### config.mk
export PLATFORM = sky130hd
export DESIGN_NAME = checksummed_packet_deframer_unit
export DESIGN_NICKNAME = d
export VERILOG_FILES = /design/src/rtl/core/cpdf_pkg.sv /design/src/rtl/core/cpdf_front.sv /design/src/rtl/core/cpdf_queue.sv /design/src/rtl/core/cpdf_back.sv /design/src/rtl/core/checksummed_packet_deframer_unit.sv
export SDC_FILE = /design/constraint.sdc
export NUM_CORES = 1
export LEC_CHECK = 0
export BUFFER_PORTS_ARGS = -buffer_cell sky130_fd_sc_hd__buf_2
export CAP_MARGIN = 5
export CORE_ASPECT_RATIO = 0.6
export CORE_MARGIN = 2
export CORE_UTILIZATION = 60
export DETAILED_ROUTE_END_ITERATION = 12
export PLACE_DENSITY = 0.8
export SETUP_SLACK_MARGIN = 0.02
export SYNTH_ARGS = -nofsm -noshare
export SYNTH_HDL_FRONTEND = slang
export SYNTH_HIERARCHICAL = 1
export SYNTH_SLANG_ARGS = --single-unit
### constraint.sdc
create_clock -name aclk -period 25 [get_ports aclk]
set_input_delay 1.25 -clock aclk [delete_from_list [all_inputs] [get_ports aclk]]
set_output_delay 1.25 -clock aclk [all_outputs]
set_load 0.05 [all_outputs]
### src/rtl/core/cpdf_pkg.sv
`timescale 1ns / 1ps
// ----------------------------------------------------------------------------
// cpdf_pkg
// Types and constants shared by the checksummed packet deframer modules.
// ----------------------------------------------------------------------------
package cpdf_pkg;

    localparam int BUF_SIZE_DEF = 32;

    localparam logic [7:0] HDR_FIRST  = 8'h7E;
    localparam logic [7:0] HDR_SECOND = 8'h45;

    // payload bytes kept for decoding
    localparam int KEPT_BYTES = 13;
    localparam int KIDX_W     = $clog2(KEPT_BYTES);

    localparam int QUEUE_DEPTH = 2;
    localparam int QPTR_W      = $clog2(QUEUE_DEPTH);
    localparam int QCNT_W      = $clog2(QUEUE_DEPTH + 1);

    // result item: 151 bits of fields, one pad bit
    localparam int OUT_W = 152;

    // configuration register indexes
    localparam int CFG_IDX_W = 2;
    localparam logic [CFG_IDX_W-1:0] CFG_CODE_DIST_FIRST  = 2'd0;
    localparam logic [CFG_IDX_W-1:0] CFG_CODE_DIST_SECOND = 2'd1;
    localparam logic [CFG_IDX_W-1:0] CFG_CODE_BROADCAST   = 2'd2;

    // frame kinds
    localparam logic [1:0] KIND_DIST_FIRST  = 2'd0;
    localparam logic [1:0] KIND_DIST_SECOND = 2'd1;
    localparam logic [1:0] KIND_BROADCAST   = 2'd2;
    localparam logic [1:0] KIND_OTHER       = 2'd3;

    // checked frame handed from parser to decoder
    typedef struct packed {
        logic [KEPT_BYTES-1:0][7:0] payload;
        logic [7:0]                 length;
        logic [7:0]                 command;
    } frame_rec_t;

endpackage

### src/rtl/core/cpdf_front.sv
`timescale 1ns / 1ps
// ----------------------------------------------------------------------------
// cpdf_front
// Byte parser: header hunt, length check, running sum, payload capture.
// ----------------------------------------------------------------------------
module cpdf_front import cpdf_pkg::*; #(
    parameter int BUF_SIZE = BUF_SIZE_DEF
) (
    input  logic       aclk,
    input  logic       aresetn,
    input  logic       byte_accept,
    input  logic [7:0] rx_byte,
    output logic       rec_push,
    output frame_rec_t rec
);

    localparam int MaxLen = BUF_SIZE - 5;
    localparam int CntW   = $clog2(BUF_SIZE - 4);

    typedef enum logic [5:0] {
        ST_HUNT = 6'b000001,
        ST_HDR2 = 6'b000010,
        ST_CMD  = 6'b000100,
        ST_LEN  = 6'b001000,
        ST_PAY  = 6'b010000,
        ST_SUM  = 6'b100000
    } fstate_t;

    fstate_t                    state_reg, state_next;
    logic [CntW-1:0]            cnt_reg, cnt_next, len_reg, len_next, cnt_inc;
    logic [7:0]                 sum_reg, sum_next, cmd_reg, cmd_next, sum_add;
    logic [KEPT_BYTES-1:0][7:0] pay_reg, pay_next;
    logic                       len_ok;

    assign cnt_inc = cnt_reg + CntW'(1);
    assign sum_add = sum_reg + rx_byte;
    assign len_ok  = {1'b0, rx_byte} <= 9'(MaxLen);

    always_comb begin
        state_next = state_reg;
        cnt_next   = cnt_reg;
        len_next   = len_reg;
        sum_next   = sum_reg;
        cmd_next   = cmd_reg;
        pay_next   = pay_reg;
        rec_push   = 1'b0;
        if (byte_accept) begin
            case (state_reg)
                ST_HUNT: begin
                    if (rx_byte == HDR_FIRST) begin
                        pay_next   = '0;
                        sum_next   = HDR_FIRST;
                        state_next = ST_HDR2;
                    end
                end
                ST_HDR2: begin
                    if (rx_byte == HDR_SECOND) begin
                        sum_next   = sum_add;
                        state_next = ST_CMD;
                    end else if (rx_byte == HDR_FIRST) begin
                        // a repeated first header restarts the frame
                        pay_next = '0;
                        sum_next = HDR_FIRST;
                    end else begin
                        state_next = ST_HUNT;
                    end
                end
                ST_CMD: begin
                    cmd_next   = rx_byte;
                    sum_next   = sum_add;
                    state_next = ST_LEN;
                end
                ST_LEN: begin
                    if (!len_ok) begin
                        state_next = ST_HUNT;
                    end else begin
                        len_next   = rx_byte[CntW-1:0];
                        sum_next   = sum_add;
                        cnt_next   = '0;
                        state_next = (rx_byte == 8'd0) ? ST_SUM : ST_PAY;
                    end
                end
                ST_PAY: begin
                    if (int'(cnt_reg) < KEPT_BYTES) begin
                        pay_next[cnt_reg[KIDX_W-1:0]] = rx_byte;
                    end
                    sum_next = sum_add;
                    cnt_next = cnt_inc;
                    if (cnt_inc == len_reg) begin
                        state_next = ST_SUM;
                    end
                end
                ST_SUM: begin
                    rec_push   = (rx_byte == sum_reg);
                    state_next = ST_HUNT;
                end
                default: begin
                    state_next = ST_HUNT;
                end
            endcase
        end
    end

    always_ff @(posedge aclk) begin
        if (!aresetn) begin
            state_reg <= ST_HUNT;
        end else begin
            state_reg <= state_next;
        end
        cnt_reg <= cnt_next;
        len_reg <= len_next;
        sum_reg <= sum_next;
        cmd_reg <= cmd_next;
        pay_reg <= pay_next;
    end

    assign rec.command = cmd_reg;
    assign rec.length  = 8'(len_reg);
    assign rec.payload = pay_reg;

endmodule

### src/rtl/core/cpdf_queue.sv
`timescale 1ns / 1ps
// ----------------------------------------------------------------------------
// cpdf_queue
// Short frame queue between the parser and the decoder.
// ----------------------------------------------------------------------------
module cpdf_queue import cpdf_pkg::*; (
    input  logic       aclk,
    input  logic       aresetn,
    input  logic       push,
    input  frame_rec_t push_rec,
    output logic       full,
    output logic       head_valid,
    input  logic       pop,
    output frame_rec_t head_rec
);

    frame_rec_t        entry_reg [QUEUE_DEPTH];
    logic [QPTR_W-1:0] wr_ptr_reg, rd_ptr_reg;
    logic [QCNT_W-1:0] count_reg, count_next;

    assign full       = count_reg == QCNT_W'(QUEUE_DEPTH);
    assign head_valid = count_reg != '0;
    assign head_rec   = entry_reg[rd_ptr_reg];

    always_comb begin
        count_next = count_reg;
        if (push && !pop) begin
            count_next = count_reg + QCNT_W'(1);
        end else if (pop && !push) begin
            count_next = count_reg - QCNT_W'(1);
        end
    end

    always_ff @(posedge aclk) begin
        if (!aresetn) begin
            wr_ptr_reg <= '0;
            rd_ptr_reg <= '0;
            count_reg  <= '0;
        end else begin
            if (push) begin
                wr_ptr_reg <= wr_ptr_reg + QPTR_W'(1);
            end
            if (pop) begin
                rd_ptr_reg <= rd_ptr_reg + QPTR_W'(1);
            end
            count_reg <= count_next;
        end
        if (push) begin
            entry_reg[wr_ptr_reg] <= push_rec;
        end
    end

endmodule

### src/rtl/core/cpdf_back.sv
`timescale 1ns / 1ps
// ----------------------------------------------------------------------------
// cpdf_back
// Command code registers, kind decode and the result output register.
// ----------------------------------------------------------------------------
module cpdf_back import cpdf_pkg::*; (
    input  logic                 aclk,
    input  logic                 aresetn,
    input  logic                 cfg_valid,
    output logic                 cfg_ready,
    input  logic [CFG_IDX_W-1:0] cfg_index,
    input  logic [7:0]           cfg_data,
    input  logic                 head_valid,
    input  frame_rec_t           head_rec,
    output logic                 pop,
    output logic                 m_tvalid,
    input  logic                 m_tready,
    output logic [OUT_W-1:0]     m_tdata
);

    logic [7:0]       code_first_reg, code_second_reg, code_bcast_reg;
    logic             valid_reg;
    logic [OUT_W-1:0] data_reg;
    logic [1:0]       kind;
    logic [31:0]      value_word, pos_x_word, pos_y_word, ready_word;
    logic [KEPT_BYTES-1:0][7:0] p;

    assign cfg_ready = 1'b1;

    always_ff @(posedge aclk) begin
        if (!aresetn) begin
            code_first_reg  <= 8'd1;
            code_second_reg <= 8'd2;
            code_bcast_reg  <= 8'd3;
        end else if (cfg_valid) begin
            case (cfg_index)
                CFG_CODE_DIST_FIRST:  code_first_reg  <= cfg_data;
                CFG_CODE_DIST_SECOND: code_second_reg <= cfg_data;
                CFG_CODE_BROADCAST:   code_bcast_reg  <= cfg_data;
                default: ;
            endcase
        end
    end

    // equal codes: first-beacon match wins, then second, then broadcast
    always_comb begin
        if (head_rec.command == code_first_reg) begin
            kind = KIND_DIST_FIRST;
        end else if (head_rec.command == code_second_reg) begin
            kind = KIND_DIST_SECOND;
        end else if (head_rec.command == code_bcast_reg) begin
            kind = KIND_BROADCAST;
        end else begin
            kind = KIND_OTHER;
        end
    end

    assign p          = head_rec.payload;
    assign value_word = {p[3], p[2], p[1], p[0]};
    assign pos_x_word = {p[4], p[3], p[2], p[1]};
    assign pos_y_word = {p[8], p[7], p[6], p[5]};
    assign ready_word = {p[12], p[11], p[10], p[9]};

    assign pop = head_valid && (!valid_reg || m_tready);

    always_ff @(posedge aclk) begin
        if (!aresetn) begin
            valid_reg <= 1'b0;
        end else if (pop) begin
            valid_reg <= 1'b1;
        end else if (m_tready) begin
            valid_reg <= 1'b0;
        end
        if (pop) begin
            data_reg <= {1'b0, ready_word, pos_y_word, pos_x_word, p[0], value_word,
                         head_rec.length[4:0], head_rec.command, kind};
        end
    end

    assign m_tvalid = valid_reg;
    assign m_tdata  = data_reg;

endmodule

### src/rtl/core/checksummed_packet_deframer_unit.sv
`timescale 1ns / 1ps
// ----------------------------------------------------------------------------
// checksummed_packet_deframer_unit
// Frame receiver: 0x7E 0x45 header, command, length, payload, 8-bit sum.
// ----------------------------------------------------------------------------
// Takes one received byte per cycle while s_tready is high, and emits one
// result item for each frame whose checksum byte matches the sum of all
// earlier frame bytes. The parser state machine handles one accepted byte
// per clock; checked frames pass through a two-entry queue to the decoder
// and its output register, so s_tready falls only when two checked frames
// are waiting behind a stalled result. m_tvalid rises after a frame clears
// the queue and output register. Lengths above BUF_SIZE-5 drop the frame.
module checksummed_packet_deframer_unit import cpdf_pkg::*; #(
    parameter int BUF_SIZE = BUF_SIZE_DEF
) (
    input  logic                 aclk,
    input  logic                 aresetn,
    // tdata: rx_byte[7:0]
    input  logic                 s_tvalid,
    output logic                 s_tready,
    input  logic [7:0]           s_tdata,
    // tdata: frame_kind[1:0], command_code[9:2], payload_length[14:10],
    //        value_word[46:15], node_number[54:47], pos_x_word[86:55],
    //        pos_y_word[118:87], ready_word[150:119], zero pad[151]
    output logic                 m_tvalid,
    input  logic                 m_tready,
    output logic [OUT_W-1:0]     m_tdata,
    input  logic                 cfg_valid,
    output logic                 cfg_ready,
    input  logic [CFG_IDX_W-1:0] cfg_index,
    input  logic [7:0]           cfg_data
);

    logic       q_full, q_head_valid, q_pop, rec_push, byte_accept;
    frame_rec_t rec, head_rec;

    assign s_tready    = !q_full;
    assign byte_accept = s_tvalid && s_tready;

    cpdf_front #(
        .BUF_SIZE(BUF_SIZE)
    ) u_front (
        .aclk       (aclk),
        .aresetn    (aresetn),
        .byte_accept(byte_accept),
        .rx_byte    (s_tdata),
        .rec_push   (rec_push),
        .rec        (rec)
    );

    cpdf_queue u_queue (
        .aclk      (aclk),
        .aresetn   (aresetn),
        .push      (rec_push),
        .push_rec  (rec),
        .full      (q_full),
        .head_valid(q_head_valid),
        .pop       (q_pop),
        .head_rec  (head_rec)
    );

    cpdf_back u_back (
        .aclk      (aclk),
        .aresetn   (aresetn),
        .cfg_valid (cfg_valid),
        .cfg_ready (cfg_ready),
        .cfg_index (cfg_index),
        .cfg_data  (cfg_data),
        .head_valid(q_head_valid),
        .head_rec  (head_rec),
        .pop       (q_pop),
        .m_tvalid  (m_tvalid),
        .m_tready  (m_tready),
        .m_tdata   (m_tdata)
    );

endmodule

==> metrics.yaml, run 1 <==
rsz0062_at_grt: "false"
path_buf_inv: 2
drt_first_iter_violations: 1409
max-cap-violations: 0
vias: 11167
drt_first_pass_iters: 7
drt-total-wl_um: 40500
whs_path_depth: 0
final_core_util: 0.677
pre_cts_ws_ns: 19.45
dp_hpwl_um: 25200
finalCritPeriodShare: 0.200
n_antenna_cell: 0
hold_end: "u_queue/entry_reg[0][1]$_DFFE_PP_"
syn_inst: 1297
dieHeight_um: 147
critPathKind: "in2reg"
h-tree-depth: 2
clockBufferDepth: 3
largest_reg_flops: 234
reg2reg_to: "u_front/rec[114]$_SDFFCE_PP0P_"
grt_max_degree: 111
clkTransAtPathRegs_ns: 0.06
crit_path_max_incr_delay_ns: 1.04
routabilityCongestion: 0.880
endpoint_kind: "flop"
worstPathArrival_ns: 5.17
status: "completed"
slew_headroom: 0.188
die_area_um2: 35700
fin_worst_skew_ns: 0.0169
critical_path.cell_chain: "buf_2, and3_1, nor3b_1, o21ai_0, a221oi_4, buf_4"
timing.fmax_ghz: 0.200
finalMaxSlewViolations: 0
grt-ovfl-total: 0
final_cell_area_um2: 22800
dp_cells: 1841
cts_buffers: 45
tritoncts: "yes"
start_util: 0.608
antenna_found_initial: 0
start_kind: "input pin"
worstMarginPinSlew_ns: 1.22
slowest_stage: "a221oi_4"
cp_top_family: "buffers and inverters"
ys_warn_count: 6
synth.avg_cell_area_um2: 15.8
syn2layout_area_growth_pct: 11.4
rr_worst_depth: 5
cts_sinks: 519
core_um2: 33700
io_buffers: 175
drc: 0
grt_first_pass_wirelength_um: 62000
hold_buffers: 0
finalSetupTns_ns: 0
rows: 52
stdcell_count: 1923
critPathMaxFanout: 81
worstHoldStart: "u_front/cmd_reg[1]$_DFFE_PP_"
hold_class: "reg2reg"
power.leakage_uw: 0.00811
crit-reg2reg-launch: "u_front/state_reg[1]$_SDFFE_PN0P_"
pwr_density_cell_nw_per_um2: 102
syn_nets: 1333
crit_required_ns: 25.17
wl_per_cell_um: 21.0
clk_latency_ns: 0.56
io_pins: 178
fin_nets: 1465
post_cts_buffers: 0
min_period_ns: 5.00
synth_area_um2: 20500
cts_root_buffer: "clkbuf_16"
die_w_um: 243
place_area_um2: 21500
grt_pass1_vias: 10634
reg2reg_slack_ns: 20.82
crit_start: "s_tdata[2]"
viasPerCell: 5.81
ant_nets: 0
drive_gt1_frac: 0.255
setup_slack_ns: 20.00
track_usage: 0.226
setup_viol: 0
ir_worst_vdd_v: 0.0000720
final_hold_viol_count: 0
cts-resized-gates: 0
## metrics by stage
step	hold WS (ns)	power, uW
after CTS	0.438	2350
after global routing	0.456	2400
after floorplan	0.421	1610
after global placement	0.424	1690
after detailed placement	0.429	1700
final	0.438	2330
## placed cells by master, fill, tap and decap left out, types with 9 or more instances in the layout
master	n
edfxtp_1	483
buf_2	175
nand2_1	138
mux2_2	117
a21oi_1	88
nand3_1	53
mux2i_1	50
clkbuf_16	46
nor2_1	42
dfxtp_1	35
xor2_1	27
nor2b_1	25
o21ai_0	18
clkbuf_1	15
xnor2_1	13
clkinv_1	12
ha_1	12
inv_1	10
buf_4	10
and2_1	9
## how the worst max path moves through the flow
stage	end	slack (ns)	depth (start not counted)
4_1_cts	u_front/rec[90]$_SDFFCE_PP0P_	20.06	6
6_report	u_front/rec[114]$_SDFFCE_PP0P_	20.00	6
3_5_place_dp	u_front/rec[21]$_SDFFCE_PP0P_	19.45	6
2_1_floorplan	u_front/rec[100]$_SDFFCE_PP0P_	14.31	5
3_3_place_gp	u_front/rec[20]$_SDFFCE_PP0P_	19.60	6
5_1_grt	u_front/rec[26]$_SDFFCE_PP0P_	19.73	6
## where the power goes
group | internal, uW | switching [uW]
Clock | 355 | 295
Sequential | 1060 | 39.2
Combinational | 126 | 459
Total | 1540 | 793
## area by class of cell
class / count / area (um2)
Sequential cell: 519 / 15200
Timing Repair Buffer: 185 / 951
Clock buffer: 63 / 1230
Tap cell: 459 / 574
Fill cell: 2299 / 10900
Clock inverter: 19 / 121
Multi-Input combinational cell: 668 / 4680
Inverter: 10 / 37.5
## routing by layer
layer  global-route usage  wire length, um
met4               0.0617              800
met5                    0                0
met3               0.0393             2940
met1                0.344            18100
met2                0.343            18600
Note: power is estimated with default switching activity, not from simulation.
==> run 2, diff against run 1 <==
CORE_UTILIZATION = 59   (was 60)
PLACE_DENSITY = 0.79   (was 0.8)
clock period = 5 ns   (was 25 ns; I/O delays follow)
==> metrics.yaml, run 2 (synthesized netlist as in run 1, its figures left out) <==
hold_class: "in2reg"
ir_worst_vdd_v: 0.000470
drt_first_pass_iters: 6
cts_sinks: 519
dp_hpwl_um: 24700
viasPerCell: 5.86
fin_worst_skew_ns: 0.0220
drt_first_iter_violations: 1408
track_usage: 0.226
wl_per_cell_um: 21.2
vias: 11262
final_cell_mix: "483 x edfxtp_1, 175 x buf_2, 138 x nand2_1, 117 x mux2_2, 88 x a21oi_1"
pre_cts_ws_ns: 1.52
setup_slack_ns: 1.74
endpoint_kind: "flop"
clockBufferDepth: 3
finalCritPeriodShare: 0.652
grt_first_pass_wirelength_um: 62900
largest_reg_flops: 234
n_fill_cell: 2232
io_buffers: 175
worstMarginPinSlew_ns: 1.15
grt_pass1_vias: 10975
max-cap-violations: 0
grt-ovfl-total: 0
min_period_ns: 3.26
h-tree-depth: 2
status: "completed"
timing.fmax_ghz: 0.307
syn2layout_area_growth_pct: 12.2
die_w_um: 245
start_kind: "flop"
power_uw: 11800
io_pins: 178
crit_required_ns: 5.17
n_antenna_cell: 0
worstPathArrival_ns: 3.43
finalSetupTns_ns: 0
grt_max_degree: 121
power.leakage_uw: 0.00818
clockPowerShare: 0.286
seqPwrFrac: 0.465
netSwitchingPower_uw: 3960
cellInternalPower_uw: 7800
drive_gt1_frac: 0.258
stdcell_count: 1923
rows: 52
tritoncts: "yes"
pwr_density_cell_nw_per_um2: 511
dp_cells: 1841
drc: 0
setup_viol: 0
clkTransAtPathRegs_ns: 0.06
drt-total-wl_um: 40800
cts_buffers: 45
final_hold_viol_count: 0
critPathMaxFanout: 118
core_um2: 34000
critPathKind: "reg2reg"
routabilityCongestion: 0.895
swShare: 0.337
final-seq-area_um2: 15200
slew_headroom: 0.231
cts_root_buffer: "clkbuf_16"
layout_commonest_cell: "edfxtp_1"
rsz0062_at_grt: "false"
multi_input_area_um2: 4680
ant_nets: 0
p_comb_frac: 0.249
antenna_found_initial: 0
fin_nets: 1473
cts-resized-gates: 0
dieHeight_um: 148
start_util: 0.604
clk_latency_ns: 0.56
finalMaxSlewViolations: 0
die_area_um2: 36300
[run 2: worst paths after layout]
path	from	to	slack (ns)	cells after the start
worst max-delay path	u_front/sum_reg[1]$_DFFE_PP_	u_queue/entry_reg[0][57]$_DFFE_PP_	1.74	6
worst min-delay path	m_tready	u_back/m_tvalid$_SDFFE_PN0P_	0.07	3
worst max register to register	u_front/sum_reg[1]$_DFFE_PP_	u_queue/entry_reg[0][57]$_DFFE_PP_	1.74	6
worst min register to register	u_front/cmd_reg[7]$_DFFE_PP_	u_queue/entry_reg[1][7]$_DFFE_PP_	0.44	0
[run 2: critical path, cell delays in order (launching register included)]
cell      delay, ns
edfxtp_1       0.44
ha_1           0.32
or4_1          0.46
or4_1          0.52
nor2_1         0.27
nor2b_4        0.22
buf_12         0.41
[run 2: repair_timing]
action / 4_1_cts / 5_1_grt
hold buffers: 8 / 0
setup buffers: 0 / 0
hold endpoints to repair: 19 / 0
[run 2: cell type report]
type                       count  share of cell area
clock buffer                  51              0.0509
timing repair buffer         193              0.0470
tap                          459              0.0250
multi-input combinational    668               0.204
sequential                   519               0.662
clock inverter                23             0.00974
inverter                      10             0.00163
[run 2: metrics by stage]
| stage | hold slack (ns) | utilization | cell area, um2 |
|---|---|---|---|
| final | 0.0704 | 0.677 | 23000 |
| after floorplan | 0.349 | - | 20500 |
| after global placement | 0.423 | 0.634 | 21500 |
| after global routing | 0.0922 | 0.677 | 23000 |
| after detailed placement | 0.432 | 0.634 | 21500 |
| after CTS | 0.0474 | 0.677 | 23000 |
[run 2: power groups by stage]
| stage | Clock [uW] | Sequential [uW] | Combinational (uW) |
|---|---|---|---|
| after floorplan | 0 | 6810 | 1220 |
| after global placement | 0 | 5550 | 2930 |
| after detailed placement | 0 | 5560 | 2930 |
| after CTS | 3420 | 5480 | 2950 |
| after global routing | 3570 | 5520 | 3050 |
| final | 3360 | 5470 | 2930 |
[run 2: per-layer routing]
metal  track usage  vias up  share of wire
met1         0.344     5663           0.44
met2         0.344      479           0.46
met3        0.0375       66          0.073
met5             0        -              0
li1              -     5054              -
met4        0.0634        0          0.022
==> run 3, diff against run 2 <==
CORE_UTILIZATION = 54   (was 59)
PLACE_DENSITY = 0.76   (was 0.79)
clock period = 2.85 ns   (was 5 ns; I/O delays follow)
==> metrics.yaml, run 3 (synthesized netlist as in run 1, its figures left out) <==
clkTransAtPathRegs_ns: 0.07
worstPathArrival_ns: 3.04
syn2layout_area_growth_pct: 16.0
multi_input_area_um2: 4820
power.leakage_uw: 0.00849
dieHeight_um: 155
grt_max_degree: 108
slew_headroom: 0.262
fin_worst_skew_ns: 0.0130
drc: 0
setup_viol: 0
clk_latency_ns: 0.55
viasPerCell: 5.58
reg2reg_slack_ns: 0.08
drive_gt1_frac: 0.288
rsz0062_at_grt: "false"
drt_first_iter_violations: 1334
clockPowerShare: 0.302
clockBufferDepth: 3
n_antenna_cell: 0
p_comb_frac: 0.252
ant_nets: 0
start_util: 0.546
drt-total-wl_um: 41800
start_kind: "flop"
final_hold_viol_count: 0
io_buffers: 175
vias: 11308
layout_commonest_cell: "edfxtp_1"
min_period_ns: 2.77
core_um2: 37600
tritoncts: "yes"
drt_first_pass_iters: 5
die_area_um2: 39600
grt-ovfl-total: 0
finalSetupTns_ns: 0
track_usage: 0.207
h-tree-depth: 2
die_w_um: 256
max-cap-violations: 0
wl_per_cell_um: 20.6
stdcell_count: 2026
largest_reg_flops: 234
cts_root_buffer: "clkbuf_16"
grt_first_pass_wirelength_um: 63600
finalMaxSlewViolations: 0
grt_pass1_vias: 10942
critPathMaxFanout: 7
crit_required_ns: 3.12
n_fill_cell: 2665
ir_worst_vdd_v: 0.000718
status: "completed"
worstMarginPinSlew_ns: 1.11
critPathKind: "reg2reg"
fin_nets: 1511
routabilityCongestion: 0.853
rows: 55
cts_buffers: 46
finalCritPeriodShare: 0.971
endpoint_kind: "flop"
cellInternalPower_uw: 14200
antenna_found_initial: 0
timing.fmax_ghz: 0.362
dp_cells: 1923
dp_hpwl_um: 25500
final_cell_mix: "483 x edfxtp_1, 175 x buf_2, 138 x nand2_1, 117 x mux2_2, 88 x a21oi_1"
netSwitchingPower_uw: 7070
io_pins: 178
seqPwrFrac: 0.447
pwr_density_cell_nw_per_um2: 897
final-seq-area_um2: 15200
swShare: 0.331
hold_class: "in2reg"
cts_sinks: 519
==> run 3: changes by cell type in the layout (fill, tap and decap cells not counted), sizes merged <==
cell	delta
clkinv	-5
buf	+36
bufinv	+3
clkbuf	+12
dlygate4sd3	+1
clkinvlp	+2
==> run 3: area by class of cell <==
type	instances	area share
Multi-Input combinational cell	668	0.203
Timing Repair Buffer	230	0.0618
Clock inverter	23	0.0123
Tap cell	513	0.0270
Clock buffer	63	0.0538
Sequential cell	519	0.641
Inverter	10	0.00158
==> run 3: through the flow <==
step	hold slack, ns	power, uW	cell area [um2]	util	setup slack [ns]
3_5_place_dp	0.408	15000	22000	0.585	-0.0274
4_1_cts	0.0651	21500	23700	0.630	0.0369
3_3_place_gp	0.407	15000	22000	0.585	0.0109
2_1_floorplan	0.241	14100	20600	-	-1.41
6_report	0.0842	21300	23800	0.633	0.0838
5_1_grt	0.0931	22000	23800	0.633	0.0133
==> run 3: final timing paths <==
| kind | startpoint | end | depth (start not counted) |
|---|---|---|---|
| worst max-delay path | u_front/sum_reg[5]$_DFFE_PP_ | u_queue/entry_reg[0][88]$_DFFE_PP_ | 9 |
| worst min-delay path | s_tdata[7] | u_front/rec[55]$_SDFFCE_PP0P_ | 3 |
| worst max register to register | u_front/sum_reg[5]$_DFFE_PP_ | u_queue/entry_reg[0][88]$_DFFE_PP_ | 9 |
| worst min register to register | u_front/cmd_reg[0]$_DFFE_PP_ | u_queue/entry_reg[0][0]$_DFFE_PP_ | 0 |
==> run 3: routing by layer <==
| metal | global-route usage | wire [um] | vias up |
|---|---|---|---|
| met5 | 0 | 0 | - |
| met4 | 0.0535 | 793 | 0 |
| met3 | 0.0376 | 3020 | 63 |
| met2 | 0.321 | 19500 | 476 |
| met1 | 0.305 | 18500 | 5641 |
| li1 | - | - | 5128 |
==> run 3: power groups by stage <==
| stage | registers [uW] | clock network, uW | logic, uW |
|---|---|---|---|
| floorplan | 11900 | 0 | 2170 |
| finish | 9520 | 6430 | 5360 |
| global placement | 9670 | 0 | 5310 |
| global route | 9600 | 6840 | 5580 |
| CTS | 9540 | 6550 | 5370 |
| detailed placement | 9690 | 0 | 5340 |
==> run 3: worst max-delay path, cell delays in order, from the launching register on <==
cell and delay (ns):
edfxtp_1 0.44, ha_4 0.25, nor4_4 0.29, nand2_1 0.10, or4_4 0.51, nor2_4 0.17, nor2b_4 0.22, buf_12 0.18
buf_4 0.18, buf_4 0.14
==> run 3: timing repair <==
| item | 4_1_cts | 5_1_grt |
|---|---|---|
| hold endpoints to repair | 25 | 0 |
| setup buffers | 0 | 8 |
| gates resized for setup | 1 | 7 |
| gates cloned | 0 | 0 |
| endpoints found under the setup margin | 98 | 199 |
| pin swaps | 0 | 1 |
| hold buffers | 9 | 0 |
